File: src/sv/btfl_pkg.sv
// types and constants for the beam toggle fog light controller
// no dependencies
package btfl_pkg;

  localparam int CNT_W = 7;

  typedef logic [CNT_W-1:0] cnt_t;

  localparam logic [1:0] REG_TOGGLE_WINDOW = 2'd0;
  localparam logic [1:0] REG_WARN_COUNT    = 2'd1;
  localparam logic [1:0] REG_COUNTER_CAP   = 2'd2;

  localparam cnt_t TOGGLE_WINDOW_RST = 7'd12;
  localparam cnt_t WARN_COUNT_RST    = 7'd8;
  localparam cnt_t COUNTER_CAP_RST   = 7'd100;
  localparam cnt_t TICK_COUNTER_RST  = 7'd100;

endpackage

File: src/sv/beam_toggle_fog_light_controller.sv
// Fog light toggle controller: one low-beam sample per input beat, one result beat each.
// The block takes one beat per clock cycle while not stalled. Each accepted sample updates the
// sample ring, the qualified beam state, the fog light state and the tick counter
// in one register stage, and its result appears in the output register on the
// next cycle. A held output register stalls the input only while it is full and
// stalled itself, so a steady stream runs at one beat per cycle.
// Depends on btfl_pkg.
module beam_toggle_fog_light_controller
  import btfl_pkg::*;
#(
  parameter int SAMPLES = 4
) (
  input  logic        clk,
  input  logic        rst_n,
  input  logic        in_valid,
  output logic        in_stall,
  input  logic        in_raw_beam_level,
  output logic        out_valid,
  input  logic        out_stall,
  output logic        out_fog_on,
  output logic        out_buzzer_on,
  output logic        out_beam_qualified_on,
  input  logic        psel,
  input  logic        penable,
  input  logic        pwrite,
  input  logic [3:0]  paddr,
  input  logic [31:0] pwdata,
  output logic [31:0] prdata,
  output logic        pready
);

  localparam int PTR_W = (SAMPLES > 1) ? $clog2(SAMPLES) : 1;

  cnt_t toggle_window_r, warn_count_r, counter_cap_r;

  logic [SAMPLES-1:0] ring_r, ring_nxt;
  logic [PTR_W-1:0]   ptr_r, ptr_nxt;
  logic               beam_r, beam_nxt;
  logic               fog_r, fog_nxt;
  cnt_t               cnt_r, cnt_nxt;
  logic               buzz_nxt;

  logic out_valid_r, out_fog_r, out_buzz_r, out_beam_r;
  logic accept;
  logic cfg_wr;

  // configuration
  assign pready = 1'b1;
  assign cfg_wr = psel && penable && pwrite;

  always_ff @(posedge clk) begin
    if (!rst_n) begin
      toggle_window_r <= TOGGLE_WINDOW_RST;
      warn_count_r    <= WARN_COUNT_RST;
      counter_cap_r   <= COUNTER_CAP_RST;
    end else if (cfg_wr) begin
      case (paddr[3:2])
        REG_TOGGLE_WINDOW: toggle_window_r <= pwdata[CNT_W-1:0];
        REG_WARN_COUNT:    warn_count_r    <= pwdata[CNT_W-1:0];
        REG_COUNTER_CAP:   counter_cap_r   <= pwdata[CNT_W-1:0];
        default: ;
      endcase
    end
  end

  always_comb begin
    case (paddr[3:2])
      REG_TOGGLE_WINDOW: prdata = {{(32-CNT_W){1'b0}}, toggle_window_r};
      REG_WARN_COUNT:    prdata = {{(32-CNT_W){1'b0}}, warn_count_r};
      REG_COUNTER_CAP:   prdata = {{(32-CNT_W){1'b0}}, counter_cap_r};
      default:           prdata = 32'd0;
    endcase
  end

  // handshake
  assign in_stall = out_valid_r && out_stall;
  assign accept   = in_valid && !in_stall;

  // next state for one sample
  always_comb begin
    logic now_on;
    logic cnt_mid_lt;
    cnt_t cnt_mid;
    ring_nxt        = ring_r;
    ring_nxt[ptr_r] = in_raw_beam_level;
    ptr_nxt         = (ptr_r == PTR_W'(SAMPLES-1)) ? '0 : ptr_r + 1'b1;
    now_on          = (ring_nxt == '0);
    fog_nxt         = fog_r;
    cnt_mid         = cnt_r;
    if (now_on != beam_r) begin
      if (!now_on) begin
        if (!fog_r) cnt_mid = '0;
      end else if (cnt_r < toggle_window_r) begin
        fog_nxt = !fog_r;
      end else begin
        fog_nxt = 1'b0;
      end
    end
    beam_nxt   = now_on;
    buzz_nxt   = (cnt_mid == warn_count_r) && in_raw_beam_level && !fog_nxt;
    cnt_mid_lt = cnt_mid < counter_cap_r;
    cnt_nxt    = cnt_mid_lt ? cnt_mid + 1'b1 : cnt_mid;
  end

  always_ff @(posedge clk) begin
    if (!rst_n) begin
      for (int i = 0; i < SAMPLES; i++) begin
        ring_r[i] <= 1'(i % 2);
      end
      ptr_r  <= '0;
      beam_r <= 1'b0;
      fog_r  <= 1'b0;
      cnt_r  <= TICK_COUNTER_RST;
    end else if (accept) begin
      ring_r <= ring_nxt;
      ptr_r  <= ptr_nxt;
      beam_r <= beam_nxt;
      fog_r  <= fog_nxt;
      cnt_r  <= cnt_nxt;
    end
  end

  // output register
  always_ff @(posedge clk) begin
    if (!rst_n) begin
      out_valid_r <= 1'b0;
    end else if (accept) begin
      out_valid_r <= 1'b1;
    end else if (!out_stall) begin
      out_valid_r <= 1'b0;
    end
  end

  always_ff @(posedge clk) begin
    if (accept) begin
      out_fog_r  <= fog_nxt;
      out_buzz_r <= buzz_nxt;
      out_beam_r <= beam_nxt;
    end
  end

  assign out_valid             = out_valid_r;
  assign out_fog_on            = out_fog_r;
  assign out_buzzer_on         = out_buzz_r;
  assign out_beam_qualified_on = out_beam_r;

  a_accept_fills_out : assert property (@(posedge clk) disable iff (!rst_n)
    accept |=> out_valid_r)
    else $error("accepted beat did not reach the output register");

  a_buzz_fog_off : assert property (@(posedge clk) disable iff (!rst_n)
    (out_valid_r && out_buzz_r) |-> !out_fog_r)
    else $error("buzzer sounding with fog light on");

  a_buzz_beam_off : assert property (@(posedge clk) disable iff (!rst_n)
    (out_valid_r && out_buzz_r) |-> !out_beam_r)
    else $error("buzzer sounding with beam qualified on");

  a_fog_follows_beam : assert property (@(posedge clk) disable iff (!rst_n)
    (fog_r != $past(fog_r)) |-> (beam_r != $past(beam_r)))
    else $error("fog light changed without a beam change");

endmodule
File: config.mk
export PLATFORM = sky130hd
export DESIGN_NAME = beam_toggle_fog_light_controller
export DESIGN_NICKNAME = d
export VERILOG_FILES = /design/src/sv/btfl_pkg.sv /design/src/sv/beam_toggle_fog_light_controller.sv
export SDC_FILE = /design/constraint.sdc
export NUM_CORES = 1
export LEC_CHECK = 0
export BUFFER_PORTS_ARGS = -buffer_cell sky130_fd_sc_hd__buf_2
export CAP_MARGIN = 10
export CORE_ASPECT_RATIO = 1.75
export CORE_MARGIN = 3
export CORE_UTILIZATION = 56
export CTS_CLUSTER_SIZE = 24
export DETAILED_ROUTE_END_ITERATION = 12
export PLACE_DENSITY = 0.87
export SLEW_MARGIN = 20
export SYNTH_ARGS = -nofsm -noshare
export SYNTH_HDL_FRONTEND = slang
export SYNTH_SLANG_ARGS = --single-unit
File: constraint.sdc
create_clock -name clk -period 8.95 [get_ports clk]
set_input_delay 0.895 -clock clk [delete_from_list [all_inputs] [get_ports clk]]
set_output_delay 0.895 -clock clk [all_outputs]
set_load 0.005 [all_outputs]
# After elaboration in Yosys (flattened, before gate mapping)
# Cells that the tools add are included.
[totals] register_bits=40 input_bits=44 out_inout_bits=38 elab_cells=53
[op_classes] n_addsub=2 n_lt_le_gt_ge=4 eq_ne=6 n_mux=14 reduce_logical=15
[op_table] op="$mux W7" n=4
[op_table] op="$pmux W7 S3" n=1
[op_table] op="$lt A7 B7 Y1" n=2
[op_table] op="$add A7 B1 Y7 const B" n=1
[op_table] op="$eq A7 B7 Y1" n=1
[op_table] op="$logic_and A1 B1 Y1" n=7
[op_table] op="$mux W1" n=6
[op_table] op="$reduce_and A2 Y1" n=3
[op_table] op="$bwmux W4" n=1
[op_table] op="$eq A2 B2 Y1 const B" n=2
[op_table] op="$logic_not A4 Y1" n=1
[op_table] op="$logic_not A1 Y1" n=3
[op_table] op="$lt A2 B3 Y1 const B" n=1
[op_table] op="$add A2 B1 Y2 const B" n=1
[op_table] op="$demux W1 S2" n=1
[op_table] op="$eq A2 B1 Y1 const B" n=1
[op_table] op="$ge A2 B1 Y1 const B" n=1
[op_table] op="$logic_not A2 Y1" n=1
[op_table] op="$mux W2" n=1
[op_table] op="$ne A2 B1 Y1 const B" n=1
[op_table] op="$ne A1 B1 Y1" n=1

# Logic depth before layout (Yosys ltp)
# Gate-level depths: netlist of the first run.
[logic_depth] depth_word=11 depth_mapped=15 ltp_nobuf=14

# Least setup slack after synthesis of the first run
# Ideal clock, no wire load.
[synth_path] path_type="reg2reg" startpoint="reg ptr_r[0]" endpoint="reg cnt_r[3]" setup_time_ns=0.075 arrival_time_ns=3.163 required_ns=8.875 slack_ns=5.713 stages_incl_launch_ff=13 n_path_buf=0 synth_period_minus_slack_ns=3.237 cell_sequence="dfxtp_1 inv_1 ha_1 o41ai_2 a21o_4 and2_4 ha_1 nor2b_1 a221oi_1 o2bb2ai_2 a31o_1 or4_1 a31oi_1"
[synth_between] elab_chain_len=10 elab_cells_between_ends=13 classes_between="add/sub: 1; order compare: 3; eq/ne: 1; mux: 6; reduce/logical: 2"
[synth_lines] item="start, declared" line_no="beam_toggle_fog_light_controller.sv:37" rtl="logic [PTR_W-1:0] ptr_r, ptr_nxt;"
[synth_lines] item="start signal, assigned" line_no="beam_toggle_fog_light_controller.sv:116" rtl="ptr_r <= ptr_nxt;"
[synth_lines] item="$lt A2 B3 Y1 (implied by the code) / $ge A2 B1 Y1 (equally long branches)" line_no="beam_toggle_fog_light_controller.sv:85" rtl="ring_nxt[ptr_r] = in_raw_beam_level;"
[synth_lines] item="$logic_and A1 B1 Y1 (implied by the code)" line_no="beam_toggle_fog_light_controller.sv:85"
[synth_lines] item="$mux W1 (implied by the code)" line_no="beam_toggle_fog_light_controller.sv:85"
[synth_lines] item="$demux W1 S2 (*)" line_no="beam_toggle_fog_light_controller.sv:85"
[synth_lines] item="$bwmux W4 (*)" line_no="beam_toggle_fog_light_controller.sv:85"
[synth_lines] item="$logic_not A4 Y1 (*)" line_no="beam_toggle_fog_light_controller.sv:87" rtl="now_on = (ring_nxt == '0);"
[synth_lines] item="$mux W7 / $ne A1 B1 Y1 (equally long branches)" line_no="beam_toggle_fog_light_controller.sv:91, beam_toggle_fog_light_controller.sv:90"
[synth_lines] item="$mux W7 (*)" line_no="beam_toggle_fog_light_controller.sv:90" rtl="if (now_on != beam_r) begin"
[synth_lines] item="$add A7 B1 Y7 / $lt A7 B7 Y1 (equally long branches)" line_no="beam_toggle_fog_light_controller.sv:102, beam_toggle_fog_light_controller.sv:101"
[synth_lines] item="$mux W7 (*)" line_no="beam_toggle_fog_light_controller.sv:102" rtl="cnt_nxt = cnt_mid_lt ? cnt_mid + 1'b1 : cnt_mid;"
[synth_lines] item="end signal, assigned" line_no="beam_toggle_fog_light_controller.sv:119" rtl="cnt_r <= cnt_nxt;"
[synth_lines] item="end, declared" line_no="beam_toggle_fog_light_controller.sv:40" rtl="cnt_t cnt_r, cnt_nxt;"
# Every way passes the cells marked *; elsewhere a longest branch is shown, timed or not.
# A chain may end at the register's enable or synchronous reset.

# Worst setup path in the final report of the first run
# Ends and elaborated chain as after synthesis.

==> results.sh, run 1 <==
export IMPL_grt_start_max_net_pins=26
export IMPL_yosys_warnings=0
export IMPL_multiInputGateArea_um2=1620
export IMPL_grt_pass1_vias=2233
export IMPL_ir_drop_uv=128
export IMPL_max_cap_violations=0
export IMPL_dr_first_iter_drc_count=61
export IMPL_drive_above_1_share_pct=17.8
export IMPL_cts_root_buffer="clkbuf_8"
export IMPL_timing_hold_ws_ns=0.458
export IMPL_start_kind="flop"
export IMPL_dieHeight_um=97.9
export IMPL_design_area_um2=2850
export IMPL_post_drt_wl_per_cell_um=15.0
export IMPL_worstSetupPathType="reg2reg"
export IMPL_leakagePower_nw=1.22
export IMPL_die_x_um=58.5
export IMPL_ys_ff_latch=40
export IMPL_num_vias=2313
export IMPL_relSlewSlack_pct=45.7
export IMPL_h_tree_depth=2
export IMPL_core_area_um2=4520
export IMPL_postCtsSetupBuffers=0
export IMPL_syn_inst=325
export IMPL_fin_crit_sh_pct=40.5
export IMPL_synthAdderAreaFrac_pct=7.40
export IMPL_start_util_pct=59.8
export IMPL_tns_ns=0
export IMPL_cts_inserted_buffers=5
export IMPL_ctsHoldBuffers=0
export IMPL_grt_pass1_wl_um=10100
export IMPL_synthToLayoutAreaGrowth_pct=5.18
export IMPL_io_buffers=28
export IMPL_antenna_found_initial=0
export IMPL_crit_path_top_delay_cell="o41ai_2"
export IMPL_layout_nets=407
export IMPL_syn_area_um2=2710
export IMPL_ys_types=64
export IMPL_worstPathMaxFanout=15
export IMPL_drt_total_wl_um=6000
export IMPL_regArea_um2=831
export IMPL_synth_edf_count=3
export IMPL_slew_viol_final=0
export IMPL_cp_end_kind="flop"
export IMPL_drtPass1Iterations=5
export IMPL_clkSinkCount=40
export IMPL_rows=32
export IMPL_route_detailed_drc=0
export IMPL_cp_arrival_ns=3.84
export IMPL_post_cts_resized=0
export IMPL_clock_latency_ns=0.30
export IMPL_ioPinCount=82
export IMPL_tritoncts="done"
export IMPL_async_flop_share_pct=0
export IMPL_fillers=413
export IMPL_fin_cells=399
export IMPL_worstPathCellList="inv_1 > ha_1 > o41ai_2 > a21o_4 > and2_4 > ha_1 > nor2b_1 > a221oi_1 > o2bb2ai_2 > a31o_1 > or4_1 > a31oi_1"
export IMPL_synth_top_family_by_area="simple AND/OR/NAND/NOR gates"
export IMPL_grt_setup_unrepaired="false"
export IMPL_clock_fmax_mhz=276
export IMPL_cp_required_ns=9.16
export IMPL_worstMarginPinSlew_ns=0.811
export IMPL_status="complete, no violations"
export IMPL_grt_usage_pct=22.4
export IMPL_p_per_area_nw_per_um2=131
export IMPL_hold_violations=0
export IMPL_yosysSeqAreaShare_pct=30.7
export IMPL_synth_ff_type="dfxtp_1"
export IMPL_synth_xor_area_share_pct=0.648
export IMPL_hp_class="reg2reg"
export IMPL_antenna_left=0
export IMPL_hpwlAfterDp_um=4630
export IMPL_synth_compound_area_share_pct=16.3
export IMPL_dieArea_um2=5730
export IMPL_gr_total_overflow=0
export IMPL_cts_reportedPaths_clkPinSlew_ns=0.08
export IMPL_syn_avg_cell_area_um2=8.32
export IMPL_diodes=0
export IMPL_cts_path_max_buffers=2
export IMPL_dpl_cell_area_um2=2750
export IMPL_fin_skew_ns=0.00566
export IMPL_slowest_delay_ns=0.50
export IMPL_dp_cells=391
export IMPL_fin_crit_ns=3.63
export IMPL_cp_common_cell="ha_1"
export IMPL_synth_area_mux_share_pct=9.44
export IMPL_yosys_area_share_simple_pct=22.4
export IMPL_place_congestion=0.848
export IMPL_setup_viol=0
export IMPL_viasPerCell=5.80
synthesized netlist by cell type (all sizes together), types with 3 or more instances:
library cell   n  area [um^2]
nand2         41          164
dfxtp         37          741
buf           30          228
nor2          24         90.1
nand3         23          115
inv           22         82.6
mux2i         22          233
a21oi         16         80.1
ha            16          200
o21ai         13         65.1
clkbuf         9         33.8
nor2b          6         42.5
a31oi          5         46.3
a21o           4         37.5
and2           4         31.3
and3           4         26.3
nand4          4         25.0
nor3           4         25.0
edfxtp         3         90.1
o211ai         3         22.5
worst paths after layout:
| check | slack, ns | cells past startpoint | end | from |
|---|---|---|---|---|
| max reg2reg | 5.32 | 12 | cnt_r[3] | ptr_r[0] |
| min | 0.46 | 2 | ring_r[2] | ring_r[2] |
| min reg2reg | 0.46 | 2 | ring_r[2] | ring_r[2] |
| max | 5.32 | 12 | cnt_r[3] | ptr_r[0] |
power by group:
group          internal [W]   total, W  switching (W)
combinational     0.0000210  0.0000551      0.0000341
clock             0.0000616   0.000127      0.0000653
sequential         0.000185   0.000190     0.00000499
area by class of cell:
cell class	count	share of cell area [%]
clock inverters	2	0.352
clock buffers	6	2.90
repair buffers	30	5.45
inverters	23	3.03
well taps	51	2.24
flip-flops and latches	40	29.2
multi-input cells	247	56.8
cell usage in the layout, fill, tap and decap left out, types with 2 or more instances in the layout:
cell and count:
nand2_1 39, dfxtp_1 37, buf_2 28, conb_1 26
nor2_1 24, nand3_1 23, inv_1 21, mux2i_1 21
a21oi_1 16, ha_1 16, o21ai_0 12, clkbuf_8 6
nor2b_1 4, a31oi_1 4, nand4_1 4, a21o_1 3
and2_2 3, nor3_1 3, and3_1 3, o211ai_1 3
edfxtp_1 3, nand2b_1 2, o21a_1 2, nor2b_2 2
xnor2_1 2, or4_1 2, clkinv_2 2, buf_4 2
registers in the layout, indices dropped and copies added (netlist names), 2 cells and up:
signal           cells
cnt_r                7
counter_cap_r        7
ptr_r                2
ring_r               4
toggle_window_r      7
warn_count_r         7
kinds of logic (layout without fill, tap and decap cells):
| kind of cell | count (synthesis) | in the layout |
|---|---|---|
| other | 2 | 26 |
| XOR/XNOR | 2 | 2 |
| buffers and inverters | 62 | 61 |
| AND/OR/NAND/NOR | 121 | 121 |
| flip-flops | 40 | 40 |
| AO/OA/AOI/OAI | 58 | 58 |
| multiplexers | 24 | 24 |
| adder cells (fa/ha/maj) | 16 | 16 |
through the flow:
step	power (W)	utilization [%]	setup slack, ns
after CTS	0.000371	62.9	5.31
after floorplan	0.000240	-	5.71
after detailed placement	0.000248	60.8	5.34
after global placement	0.000246	60.8	5.36
after global routing	0.000387	62.9	5.09
final	0.000372	62.9	5.32
critical path, delay by kind of cell (launching register included):
kind	cells	cell delay, ns
adders and majority gates	2	0.51
DFF	1	0.42
buffers and inverters	1	0.09
AOI/OAI and AO/OA	6	1.72
and+or+nand+nor	3	0.81
metal layers:
metal / share of wire, % / wire, um / global-route usage [%] / vias up
li1: - / - / - / 1123
met1: 35 / 2120 / 22.9 / 1088
met2: 56 / 3340 / 41.2 / 84
met3: 5.6 / 336 / 4.23 / 18
met4: 3.5 / 209 / 10.9 / 0
met5: 0 / 0 / 0 / -
Power figures use the tool's default switching activity.
==> run 2, diff against run 1 <==
CORE_UTILIZATION = 47   (was 56)
PLACE_DENSITY = 0.78   (was 0.87)
clock period = 3.1 ns   (was 8.95 ns; I/O delays follow)
==> run 2 against run 1 <==
  * The run now ends with negative setup slack left
  * Worst setup slack got worse by 5.4 ns
  * Wire length rose by 12%
  * Worst hold slack got worse by 0.22 ns
  * Power rose to 3.3 times the previous value
  * Die area rose by 18%
  * Largest power group unchanged
  * Highest routed layer unchanged
==> results.sh, run 2 (synthesis gave the netlist of run 1 again) <==
export IMPL_cp_end_kind="flop"
export IMPL_min_from="in_valid"
export IMPL_grt_pass1_vias=2359
export IMPL_hold_violations=0
export IMPL_cts_root_buffer="clkbuf_8"
export IMPL_ioPinCount=82
export IMPL_start_util_pct=48.4
export IMPL_r2r_slack_ns=-0.04
export IMPL_drt_total_wl_um=6720
export IMPL_synthToLayoutAreaGrowth_pct=21.2
export IMPL_post_drt_wl_per_cell_um=15.1
export IMPL_ctsHoldBuffers=0
export IMPL_reg2reg_depth=13
export IMPL_viasPerCell=5.36
export IMPL_worstPathMaxFanout=5
export IMPL_grt_start_max_net_pins=19
export IMPL_worstMarginPinSlew_ns=0.898
export IMPL_hp_class="in2reg"
export IMPL_route_detailed_drc=0
export IMPL_fin_cells=446
export IMPL_diodes=0
export IMPL_final_common_cell="nand2_1"
export IMPL_power_frac_seq_pct=45.4
export IMPL_power_frac_comb_pct=18.2
export IMPL_antenna_found_initial=0
export IMPL_hold_depth=2
export IMPL_gr_total_overflow=0
export IMPL_drtPass1Iterations=5
export IMPL_clock_fmax_mhz=318
export IMPL_layout_nets=429
export IMPL_fin_skew_ns=0.00376
export IMPL_ir_drop_uv=238
export IMPL_postLayoutCoreUtil_pct=58.7
export IMPL_grt_setup_unrepaired="true"
export IMPL_clkSinkCount=40
export IMPL_fin_crit_ns=3.14
export IMPL_leakagePower_nw=1.38
export IMPL_hold_end="out_valid"
export IMPL_slew_viol_final=0
export IMPL_h_tree_depth=2
export IMPL_grt_usage_pct=20.3
export IMPL_num_vias=2391
export IMPL_grt_pass1_wl_um=10700
export IMPL_fin_crit_sh_pct=101
export IMPL_cp_arrival_ns=3.38
export IMPL_start_kind="flop"
export IMPL_core_area_um2=5590
export IMPL_p_sw_w=0.000326
export IMPL_layout_setup_ws_ns=-0.0435
export IMPL_timing_hold_ws_ns=0.234
export IMPL_dieArea_um2=6740
export IMPL_worstSetupPathType="reg2reg"
export IMPL_relSlewSlack_pct=39.8
export IMPL_dr_first_iter_drc_count=102
export IMPL_rows=36
export IMPL_tns_ns=-0.0620
export IMPL_layout_common_cells="nand2_1, dfxtp_1, buf_2"
export IMPL_cts_reportedPaths_clkPinSlew_ns=0.08
export IMPL_p_per_area_nw_per_um2=370
export IMPL_die_x_um=63.4
export IMPL_max_cap_violations=0
export IMPL_place_congestion=0.849
export IMPL_finalPower_w=0.00121
export IMPL_clock_latency_ns=0.30
export IMPL_cts_inserted_buffers=5
export IMPL_dp_cells=433
export IMPL_cp_required_ns=3.34
export IMPL_antenna_left=0
export IMPL_violations="negative setup slack"
export IMPL_setup_viol=2
export IMPL_reg2reg_from="ptr_r[0]"
export IMPL_drive_above_1_share_pct=28.6
export IMPL_clock_power_share_pct=36.4
export IMPL_dieHeight_um=106
export IMPL_p_int_w=0.000887
export IMPL_swShare_pct=26.9
export IMPL_tritoncts="done"
export IMPL_status="finished with violations"
export IMPL_cts_path_max_buffers=2
export IMPL_io_buffers=28
export IMPL_hpwlAfterDp_um=4930
export IMPL_r2r_end="cnt_r[2]"
-- run 2: changes by cell type in the layout (fill, tap and decap cells not counted), moves of 3 or more --
cell | previous run | this run
ha_1 | 16 | 8
buf_4 | 2 | 22
ha_4 | 0 | 8
inv_1 | 21 | 18
inv_4 | 0 | 3
nor2b_4 | 0 | 3
-- run 2: area by class of cell --
type | count | area, um^2
clock buffers | 8 | 121
repair buffers | 52 | 328
well taps | 76 | 95.1
inverters | 23 | 93.8
multi-input cells | 247 | 1800
fillers | 537 | 2310
flip-flops and latches | 40 | 838
-- run 2: repair_timing --
action | in CTS | in global routing
endpoints found under the setup margin | 5 | 7
gates resized for setup | 9 | 16
gates cloned | 0 | 0
pin swaps | 7 | 13
setup buffers | 3 | 2
-- run 2: worst max path at each step --
stage / start / cells past startpoint / endpoint / slack, ns
6_report: ptr_r[0] / 13 / cnt_r[2] / -0.04
5_1_grt: ptr_r[0] / 13 / cnt_r[2] / -0.15
4_1_cts: ptr_r[0] / 14 / cnt_r[2] / 0.005
3_5_place_dp: ptr_r[0] / 13 / cnt_r[3] / -0.08
3_3_place_gp: ptr_r[0] / 13 / cnt_r[3] / -0.01
2_1_floorplan: ptr_r[0] / 15 / cnt_r[3] / 0.004
-- run 2: power by group through the flow --
stage,sequential (W),combinational [W],clock (W)
floorplan,0.000558,0.000147,0
global placement,0.000562,0.000186,0
detailed placement,0.000563,0.000191,0
CTS,0.000550,0.000199,0.000449
global route,0.000553,0.000240,0.000470
finish,0.000551,0.000221,0.000442
-- run 2: through the flow --
step,setup WS (ns),instance area (um^2)
3_3_place_gp,-0.0149,2980
5_1_grt,-0.153,3280
2_1_floorplan,0.00385,2870
6_report,-0.0435,3280
3_5_place_dp,-0.0755,2980
4_1_cts,0.00522,3180
-- run 2: layer usage --
metal / GRT usage [%] / share of wire [%]
met5: 0 / 0
met4: 13.6 / 5.0
met3: 4.44 / 4.5
met2: 37.3 / 54
met1: 19.6 / 36
-- run 2: critical path, cell delays in order (launching register included) --
cell	delay (ns)
dfxtp_4	0.40
ha_4	0.19
inv_4	0.04
a2111oi_4	0.38
a21o_4	0.21
and2_4	0.16
ha_4	0.21
nor2b_4	0.14
a221oi_4	0.31
o2bb2ai_4	0.12
a31o_1	0.28
buf_6	0.14
or4_4	0.40
nand4_1	0.10
